File: config.mk
export PLATFORM = sky130hd
export DESIGN_NAME = runway_wind_components_core
export DESIGN_NICKNAME = d
export VERILOG_FILES = /design/src/rtl/core/rwc_pkg.sv /design/src/rtl/core/rwc_cell.sv /design/src/rtl/core/rwc_angle.sv /design/src/rtl/core/runway_wind_components_core.sv
export SDC_FILE = /design/constraint.sdc
export NUM_CORES = 2
export LEC_CHECK = 0
export ABC_AREA = 1
export BUFFER_PORTS_ARGS = -buffer_cell sky130_fd_sc_hd__buf_2
export CELL_PAD_IN_SITES_DETAIL_PLACEMENT = 1
export CELL_PAD_IN_SITES_GLOBAL_PLACEMENT = 1
export CORE_MARGIN = 4
export CORE_UTILIZATION = 40
export DETAILED_ROUTE_END_ITERATION = 10
export PLACE_DENSITY = 0.77
export RECOVER_POWER = 100
export SYNTH_ARGS = -nofsm -noshare
export SYNTH_HDL_FRONTEND = slang
export SYNTH_SLANG_ARGS = --single-unit
File: constraint.sdc
create_clock -name clock -period 14.3 [get_ports clock]
set_input_delay 2.145 -clock clock [delete_from_list [all_inputs] [get_ports clock]]
set_output_delay 2.145 -clock clock [all_outputs]
set_load 0.01 [all_outputs]
File: src/rtl/core/rwc_pkg.sv
// Shared types, the Q1.15 quarter-wave sine table and its rescaling function
// for the runway wind components core. No dependencies.
package rwc_pkg;

   typedef struct packed {
      logic [8:0] runway_course;
      logic [8:0] begin_wind_direction;
      logic [7:0] begin_wind_speed;
      logic [8:0] far_wind_direction;
      logic [7:0] far_wind_speed;
   } req_type;

   typedef struct packed {
      logic [7:0] begin_along_speed;
      logic       begin_is_tail;
      logic [7:0] begin_side_speed;
      logic       begin_side_present;
      logic [7:0] far_along_speed;
      logic       far_is_tail;
      logic [7:0] far_side_speed;
      logic       far_side_present;
   } rsp_type;

   typedef struct packed {
      logic [6:0] sine_index;
      logic [6:0] cosine_index;
      logic       along_negative;
   } angle_type;

   localparam int TABLE_FRAC = 15;
   localparam int TABLE_LAST = 90;
   localparam int SCALED_W   = 25;

   localparam logic [15:0] SINE_Q15 [0:90] = '{
          16'd0,   16'd572,  16'd1144,  16'd1715,  16'd2286,
       16'd2856,  16'd3425,  16'd3993,  16'd4560,  16'd5126,
       16'd5690,  16'd6252,  16'd6813,  16'd7371,  16'd7927,
       16'd8481,  16'd9032,  16'd9580, 16'd10126, 16'd10668,
      16'd11207, 16'd11743, 16'd12275, 16'd12803, 16'd13328,
      16'd13848, 16'd14365, 16'd14876, 16'd15384, 16'd15886,
      16'd16384, 16'd16877, 16'd17364, 16'd17847, 16'd18324,
      16'd18795, 16'd19261, 16'd19720, 16'd20174, 16'd20622,
      16'd21063, 16'd21498, 16'd21926, 16'd22348, 16'd22763,
      16'd23170, 16'd23571, 16'd23965, 16'd24351, 16'd24730,
      16'd25102, 16'd25466, 16'd25822, 16'd26170, 16'd26510,
      16'd26842, 16'd27166, 16'd27482, 16'd27789, 16'd28088,
      16'd28378, 16'd28660, 16'd28932, 16'd29197, 16'd29452,
      16'd29698, 16'd29935, 16'd30163, 16'd30382, 16'd30592,
      16'd30792, 16'd30983, 16'd31164, 16'd31336, 16'd31499,
      16'd31651, 16'd31795, 16'd31928, 16'd32052, 16'd32166,
      16'd32270, 16'd32365, 16'd32449, 16'd32524, 16'd32588,
      16'd32643, 16'd32688, 16'd32723, 16'd32748, 16'd32763,
      16'd32768
   };

   // Table entry rescaled to frac fraction bits, rounded half up when narrowing.
   function automatic logic [SCALED_W-1:0] sine_scaled(input logic [6:0] index,
                                                       input int frac);
      logic [31:0] value;
      logic [6:0]  safe;
      safe = (index > 7'(TABLE_LAST)) ? 7'(TABLE_LAST) : index;
      value = 32'(SINE_Q15[safe]);
      if (frac >= TABLE_FRAC) begin
         value = value << (frac - TABLE_FRAC);
      end else begin
         value = (value + (32'd1 << (TABLE_FRAC - 1 - frac))) >> (TABLE_FRAC - frac);
      end
      return value[SCALED_W-1:0];
   endfunction

endpackage

File: src/rtl/core/rwc_cell.sv
// One pipeline cell: a valid bit and a payload register with stall flow control.
// No package dependencies.
module rwc_cell #(
   parameter int WIDTH = 8
) (
   input  logic             clock,
   input  logic             reset,
   input  logic             in_valid,
   output logic             in_stall,
   input  logic [WIDTH-1:0] in_data,
   output logic             out_valid,
   input  logic             out_stall,
   output logic [WIDTH-1:0] out_data
);

   logic             valid_ff;
   logic             valid_in;
   logic [WIDTH-1:0] data_ff;

   assign in_stall  = valid_ff & out_stall;
   assign valid_in  = in_stall ? valid_ff : in_valid;
   assign out_valid = valid_ff;
   assign out_data  = data_ff;

   always_ff @(posedge clock) begin
      if (reset) begin
         valid_ff <= 1'b0;
      end else begin
         valid_ff <= valid_in;
      end
   end

   always_ff @(posedge clock) begin
      if (!in_stall && in_valid) begin
         data_ff <= in_data;
      end
   end

endmodule

File: src/rtl/core/rwc_angle.sv
// Angle reduction and quadrant folding for one runway end.
// Depends on rwc_pkg for angle_type.
module rwc_angle (
   input  logic                 opposite,
   input  logic [8:0]           course_raw,
   input  logic [8:0]           direction_raw,
   output rwc_pkg::angle_type   angle
);

   localparam logic [8:0] FULL_TURN    = 9'd360;
   localparam logic [8:0] HALF_TURN    = 9'd180;
   localparam logic [8:0] QUARTER_TURN = 9'd90;
   localparam logic [8:0] THREE_QUARTER = 9'd270;

   function automatic logic [6:0] fold(input logic [8:0] a);
      logic [8:0] r;
      if (a <= QUARTER_TURN) begin
         r = a;
      end else if (a <= HALF_TURN) begin
         r = HALF_TURN - a;
      end else if (a <= THREE_QUARTER) begin
         r = a - HALF_TURN;
      end else begin
         r = FULL_TURN - a;
      end
      return r[6:0];
   endfunction

   logic [8:0] course;
   logic [8:0] direction;
   logic [9:0] diff;
   logic [8:0] base;
   logic [8:0] sine_angle;
   logic [8:0] cosine_angle;

   always_comb begin
      course    = (course_raw >= FULL_TURN) ? course_raw - FULL_TURN : course_raw;
      direction = (direction_raw >= FULL_TURN) ? direction_raw - FULL_TURN : direction_raw;
      diff      = {1'b0, direction} - {1'b0, course};
      base      = diff[9] ? 9'(diff + {1'b0, FULL_TURN}) : diff[8:0];
      if (opposite) begin
         sine_angle = (base >= HALF_TURN) ? base - HALF_TURN : base + HALF_TURN;
      end else begin
         sine_angle = base;
      end
      cosine_angle = (sine_angle >= THREE_QUARTER) ? sine_angle - THREE_QUARTER
                                                   : sine_angle + QUARTER_TURN;
      angle.sine_index     = fold(sine_angle);
      angle.cosine_index   = fold(cosine_angle);
      angle.along_negative = cosine_angle > HALF_TURN;
   end

endmodule

File: src/rtl/core/runway_wind_components_core.sv
// Top level of the runway wind components core: a row of four pipeline cells.
// Depends on rwc_pkg, rwc_cell and rwc_angle.
//
//   channel | direction | handshake          | payload
//   req     | in        | req_valid/stall    | rwc_pkg::req_type
//   rsp     | out       | rsp_valid/stall    | rwc_pkg::rsp_type
//
// One request enters per cycle unless req_stall is high; each result passes through all four cells in turn.
// The four cells are angle folding, table lookup, multiplication and clipping.
// Reset empties every cell; the core keeps no other state.
// A stalled result holds only the full cells behind it, up to the first empty one.
module runway_wind_components_core #(
   parameter int SINE_FRAC_BITS = 15,
   parameter int SPEED_BITS     = 8
) (
   input  logic             clock,
   input  logic             reset,
   input  logic             req_valid,
   output logic             req_stall,
   input  rwc_pkg::req_type req_data,
   output logic             rsp_valid,
   input  logic             rsp_stall,
   output rwc_pkg::rsp_type rsp_data
);

   localparam int SPD_W  = (SPEED_BITS < 8) ? SPEED_BITS : 8;
   localparam int MAG_W  = SINE_FRAC_BITS + 1;
   localparam int PROD_W = SPD_W + MAG_W;

   typedef struct packed {
      rwc_pkg::angle_type begin_angle;
      rwc_pkg::angle_type far_angle;
      logic [SPD_W-1:0]   begin_speed;
      logic [SPD_W-1:0]   far_speed;
   } fold_type;

   typedef struct packed {
      logic [MAG_W-1:0] begin_cos;
      logic [MAG_W-1:0] begin_sin;
      logic             begin_negative;
      logic [MAG_W-1:0] far_cos;
      logic [MAG_W-1:0] far_sin;
      logic             far_negative;
      logic [SPD_W-1:0] begin_speed;
      logic [SPD_W-1:0] far_speed;
   } lookup_type;

   typedef struct packed {
      logic [PROD_W-1:0] begin_along;
      logic [PROD_W-1:0] begin_side;
      logic              begin_negative;
      logic [PROD_W-1:0] far_along;
      logic [PROD_W-1:0] far_side;
      logic              far_negative;
   } product_type;

   function automatic logic [7:0] clip(input logic [PROD_W-1:0] product);
      logic [15:0] q;
      q = 16'(product >> SINE_FRAC_BITS);
      return (q > 16'd255) ? 8'hFF : q[7:0];
   endfunction

   function automatic logic [PROD_W-1:0] mul(input logic [SPD_W-1:0] speed,
                                             input logic [MAG_W-1:0] mag);
      return {{MAG_W{1'b0}}, speed} * {{SPD_W{1'b0}}, mag};
   endfunction

   fold_type         fold_d;
   fold_type         fold_q;
   lookup_type       lookup_d;
   lookup_type       lookup_q;
   product_type      product_d;
   product_type      product_q;
   rwc_pkg::rsp_type result_d;

   logic fold_valid;
   logic fold_stall;
   logic lookup_valid;
   logic lookup_stall;
   logic product_valid;
   logic product_stall;

   rwc_angle u_begin_angle (
      .opposite      (1'b1),
      .course_raw    (req_data.runway_course),
      .direction_raw (req_data.begin_wind_direction),
      .angle         (fold_d.begin_angle)
   );

   rwc_angle u_far_angle (
      .opposite      (1'b0),
      .course_raw    (req_data.runway_course),
      .direction_raw (req_data.far_wind_direction),
      .angle         (fold_d.far_angle)
   );

   assign fold_d.begin_speed = req_data.begin_wind_speed[SPD_W-1:0];
   assign fold_d.far_speed   = req_data.far_wind_speed[SPD_W-1:0];

   always_comb begin
      lookup_d.begin_cos = MAG_W'(rwc_pkg::sine_scaled(fold_q.begin_angle.cosine_index,
                                                       SINE_FRAC_BITS));
      lookup_d.begin_sin = MAG_W'(rwc_pkg::sine_scaled(fold_q.begin_angle.sine_index,
                                                       SINE_FRAC_BITS));
      lookup_d.far_cos   = MAG_W'(rwc_pkg::sine_scaled(fold_q.far_angle.cosine_index,
                                                       SINE_FRAC_BITS));
      lookup_d.far_sin   = MAG_W'(rwc_pkg::sine_scaled(fold_q.far_angle.sine_index,
                                                       SINE_FRAC_BITS));
      lookup_d.begin_negative = fold_q.begin_angle.along_negative;
      lookup_d.far_negative   = fold_q.far_angle.along_negative;
      lookup_d.begin_speed    = fold_q.begin_speed;
      lookup_d.far_speed      = fold_q.far_speed;
   end

   always_comb begin
      product_d.begin_along    = mul(lookup_q.begin_speed, lookup_q.begin_cos);
      product_d.begin_side     = mul(lookup_q.begin_speed, lookup_q.begin_sin);
      product_d.begin_negative = lookup_q.begin_negative;
      product_d.far_along      = mul(lookup_q.far_speed, lookup_q.far_cos);
      product_d.far_side       = mul(lookup_q.far_speed, lookup_q.far_sin);
      product_d.far_negative   = lookup_q.far_negative;
   end

   always_comb begin
      result_d.begin_along_speed  = clip(product_q.begin_along);
      result_d.begin_is_tail      = !product_q.begin_negative;
      result_d.begin_side_speed   = clip(product_q.begin_side);
      result_d.begin_side_present = product_q.begin_side != '0;
      result_d.far_along_speed    = clip(product_q.far_along);
      result_d.far_is_tail        = !product_q.far_negative;
      result_d.far_side_speed     = clip(product_q.far_side);
      result_d.far_side_present   = product_q.far_side != '0;
   end

   rwc_cell #(.WIDTH($bits(fold_type))) u_fold_cell (
      .clock     (clock),
      .reset     (reset),
      .in_valid  (req_valid),
      .in_stall  (req_stall),
      .in_data   (fold_d),
      .out_valid (fold_valid),
      .out_stall (fold_stall),
      .out_data  (fold_q)
   );

   rwc_cell #(.WIDTH($bits(lookup_type))) u_lookup_cell (
      .clock     (clock),
      .reset     (reset),
      .in_valid  (fold_valid),
      .in_stall  (fold_stall),
      .in_data   (lookup_d),
      .out_valid (lookup_valid),
      .out_stall (lookup_stall),
      .out_data  (lookup_q)
   );

   rwc_cell #(.WIDTH($bits(product_type))) u_product_cell (
      .clock     (clock),
      .reset     (reset),
      .in_valid  (lookup_valid),
      .in_stall  (lookup_stall),
      .in_data   (product_d),
      .out_valid (product_valid),
      .out_stall (product_stall),
      .out_data  (product_q)
   );

   rwc_cell #(.WIDTH($bits(rwc_pkg::rsp_type))) u_result_cell (
      .clock     (clock),
      .reset     (reset),
      .in_valid  (product_valid),
      .in_stall  (product_stall),
      .in_data   (result_d),
      .out_valid (rsp_valid),
      .out_stall (rsp_stall),
      .out_data  (rsp_data)
   );

   // The input side can only be held back by a stall at the output.
   assert property (@(posedge clock) disable iff (reset) !rsp_stall |-> !req_stall)
      else $error("request stalled while the result side is free");

   // An absent side component always reports zero speed.
   assert property (@(posedge clock) disable iff (reset)
      rsp_valid |-> (rsp_data.begin_side_present || rsp_data.begin_side_speed == 8'd0) &&
                    (rsp_data.far_side_present || rsp_data.far_side_speed == 8'd0))
      else $error("side speed reported without a side component");

   // Reset leaves no result pending.
   assert property (@(posedge clock) $past(reset) |-> !rsp_valid)
      else $error("result valid right after reset");

endmodule
==> impl_metrics.py <==
metrics = {
    "sta": {
        "slew_violations": 336,
        "finalSetupViolations": 0,
        "period_share": 0.5840,
        "finalHoldViolations": 0,
        "worst_pin_slew_ns": 3.741,
        "rsz0062_at_grt": "no",
        "fin_tns_setup_ns": 0,
        "period_needed_ns": 8.351,
        "maxSlewHeadroom": -1.494,
        "clock_skew_ns": 0.02851,
        "fmax_ghz": 0.1197,
    },
    "clocking": {
        "htree_num_levels": 1,
        "cts_setup_buffers": 0,
        "cts_repair_resize_count": 0,
        "clk-insertion-delay-late_ns": 0.60,
        "cts.clk_slew.worst_paths_ns": 0.07,
        "hold_buffers": 0,
        "cts_tree": "yes",
        "max-clock-path-buffers": 3,
        "numCtsBuffers": 28,
        "clock-sinks": 234,
        "cts_root_buf": "clkbuf_16",
    },
    "floorplan": {
        "io_pins": 85,
        "start_util": 0.4044,
        "coreArea_sq_um": 82240,
        "fp.dieW_um": 296.3,
        "row_count": 105,
        "die_area_sq_um": 87820,
        "fp.dieH_um": 296.3,
    },
    "grt": {
        "grt_usage": 0.2251,
        "gr-usage-met2": 0.3826,
        "use_met3": 0.02501,
        "met1_usage": 0.3090,
        "grt_pass1_wl_mm": 162.5,
        "antenna_found_initial": 1,
        "overflow": 0,
        "busiest_layer": "met2",
        "grt_pass1_vias": 31390,
        "grt_max_degree": 68,
    },
    "synth": {
        "ys_seq_area_frac": 0.2101,
        "yosysUniqueCellTypes": 67,
        "syn_inst": 4363,
        "synth_area_leaders": "edfxtp_1, fa_1, nand2_1, ha_1, inv_1",
        "synth_edf_count": 230,
        "syn_nets": 5011,
        "synth-seq-cells": 234,
        "synth_area_leader_cell": "edfxtp_1",
        "netlist_area_sq_um": 33260,
        "async_reset_ff_frac": 0,
        "synth.avg_cell_area_sq_um": 7.622,
        "synth_warnings": 0,
        "yosysTopAreaCellShare": 0.2077,
        "synth_ff_type": "edfxtp_1",
    },
    "route": {
        "postRouteAntennaNets": 0,
        "totalWireLength_mm": 98.97,
        "firstDrtPassIters": 6,
        "drcViolationCount": 0,
        "vias": 29190,
        "drt-vias-per-instance": 5.383,
        "wl_per_cell_um": 18.25,
        "drt_iter0_markers": 1989,
    },
    "critical_path": {
        "worstPathBufferInverterCount": 8,
        "crit_path_top_delay_cell": "a221oi_1",
        "required_ns": 14.65,
        "start_kind": "input port",
        "crit_fanout": 9,
        "crit_arrival_ns": 8.70,
        "critPathMaxStageDelay_ns": 0.56,
        "critPathCaptureType": "register",
        "crit_top_cell": "nand2_1",
        "worstSetupPathType": "input port to register",
        "cp_top_family": "simple AND/OR/NAND/NOR gates",
    },
    "placed_design": {
        "dp.cells": 5369,
        "place_area_sq_um": 34570,
        "gp_congestion": 0.9565,
        "dp_hpwl_mm": 75.34,
        "port-buffer-count": 84,
    },
    "min_path": {
        "hp-class": "register to register",
    },
    "status": {
        "violations": "max-capacitance violations, max-slew violations",
        "outcome": "complete, but fails checks",
    },
    "layout": {
        "final_core_util": 0.4291,
        "stdcell_count": 5422,
        "fin_nets": 4977,
        "drive_gt1_frac": 0.05861,
        "stdcell_area_sq_um": 35290,
        "area_growth_pct": 6.106,
    },
    "run": {
        "maxCapViolations": 9,
    },
}
==> per-stage QoR <==
step                      hold WS [ns]  setup slack (ns)
after global placement          0.4003             6.618
after detailed placement        0.4056             6.306
final                           0.3998             5.949
after global routing            0.4129             5.155
after floorplan                 0.4003             7.322
after CTS                       0.4023             6.947
==> synth_stat cells (16+ instances only) <==
master    number
o221ai_1      18
edfxtp_1     230
nand2_1     1055
xor2_1        83
nand2_2       35
o21ai_0      243
nand4_1       18
a21oi_1      194
nor3_1        23
inv_2         16
o211ai_1      43
inv_1        870
ha_1         265
clkbuf_2      50
nor2_1       229
fa_1         336
a31oi_1       30
nand3_1      198
nor4_1        16
xnor2_1       22
clkbuf_1     134
or2_2         30
==> registers in the layout, indices dropped and copies added, names as in the netlist <==
name,flops
u_product_cell.out_data,68
u_result_cell.out_valid,1
u_fold_cell.out_valid,1
u_product_cell.out_valid,1
u_lookup_cell.out_valid,1
u_fold_cell.out_data,44
u_lookup_cell.out_data,82
u_result_cell.out_data,36
==> path summary, 6_finish.rpt <==
check        cells after the start  slack [ns]                     endpoint                  startpoint
max                             40        5.95     u_fold_cell.out_data[38]                req_data[28]
min                              0        0.40   u_product_cell.out_data[0]  u_lookup_cell.out_data[16]
max reg2reg                     28        7.27  u_product_cell.out_data[48]   u_lookup_cell.out_data[0]
min reg2reg                      0        0.40   u_product_cell.out_data[0]  u_lookup_cell.out_data[16]
==> layout make-up <==
type                    instances  area, sq um
fillers                     10240        46960
inverters                     899         3379
repair buffers                124        630.6
flip-flops and latches        234         6987
diodes                          1        2.502
clock buffers                  30        708.2
clock inverters                22        196.4
well taps                    1070         1339
multi-input cells            3042        22040
==> logic make-up after synthesis <==
logic type	after synthesis	synth area share
flops	234	0.2101
xor+xnor	107	0.02863
compound gates	672	0.1210
buf+inv	1087	0.1250
mux	1	0.0003386
fa+ha+maj	601	0.3020
simple gates	1661	0.2130
==> routing by layer <==
metal,share of wire,up-vias
met5,0,-
met4,0.023,0
met3,0.059,165
met2,0.47,883
met1,0.45,14410
li1,-,13730
==> cells in the final DEF (no fill, tap or decap), types with 13 or more instances in the layout <==
cell type / Yosys / routed
edfxtp_1: 230 / 230
a31oi_1: 30 / 30
o22ai_1: 14 / 14
inv_2: 16 / 14
nand2_2: 35 / 30
nand2_1: 1055 / 1063
o211ai_1: 43 / 43
nor2_1: 229 / 229
clkbuf_16: 0 / 28
a211oi_1: 15 / 15
nand4_1: 18 / 18
fa_1: 336 / 336
o311ai_0: 13 / 13
a21oi_1: 194 / 195
ha_1: 265 / 265
buf_2: 0 / 42
o21ai_0: 243 / 248
nor2_2: 13 / 13
xor2_1: 83 / 83
nor4_1: 16 / 16
nor3_1: 23 / 24
or2_2: 30 / 30
buf_4: 0 / 30
o221ai_1: 18 / 18
nand3_1: 198 / 199
clkbuf_1: 134 / 54
inv_1: 870 / 872
xnor2_1: 22 / 22
Power is left out: the tool's default activity adds up to more than one toggle a clock period on the data nets, which glitch-free logic cannot reach.
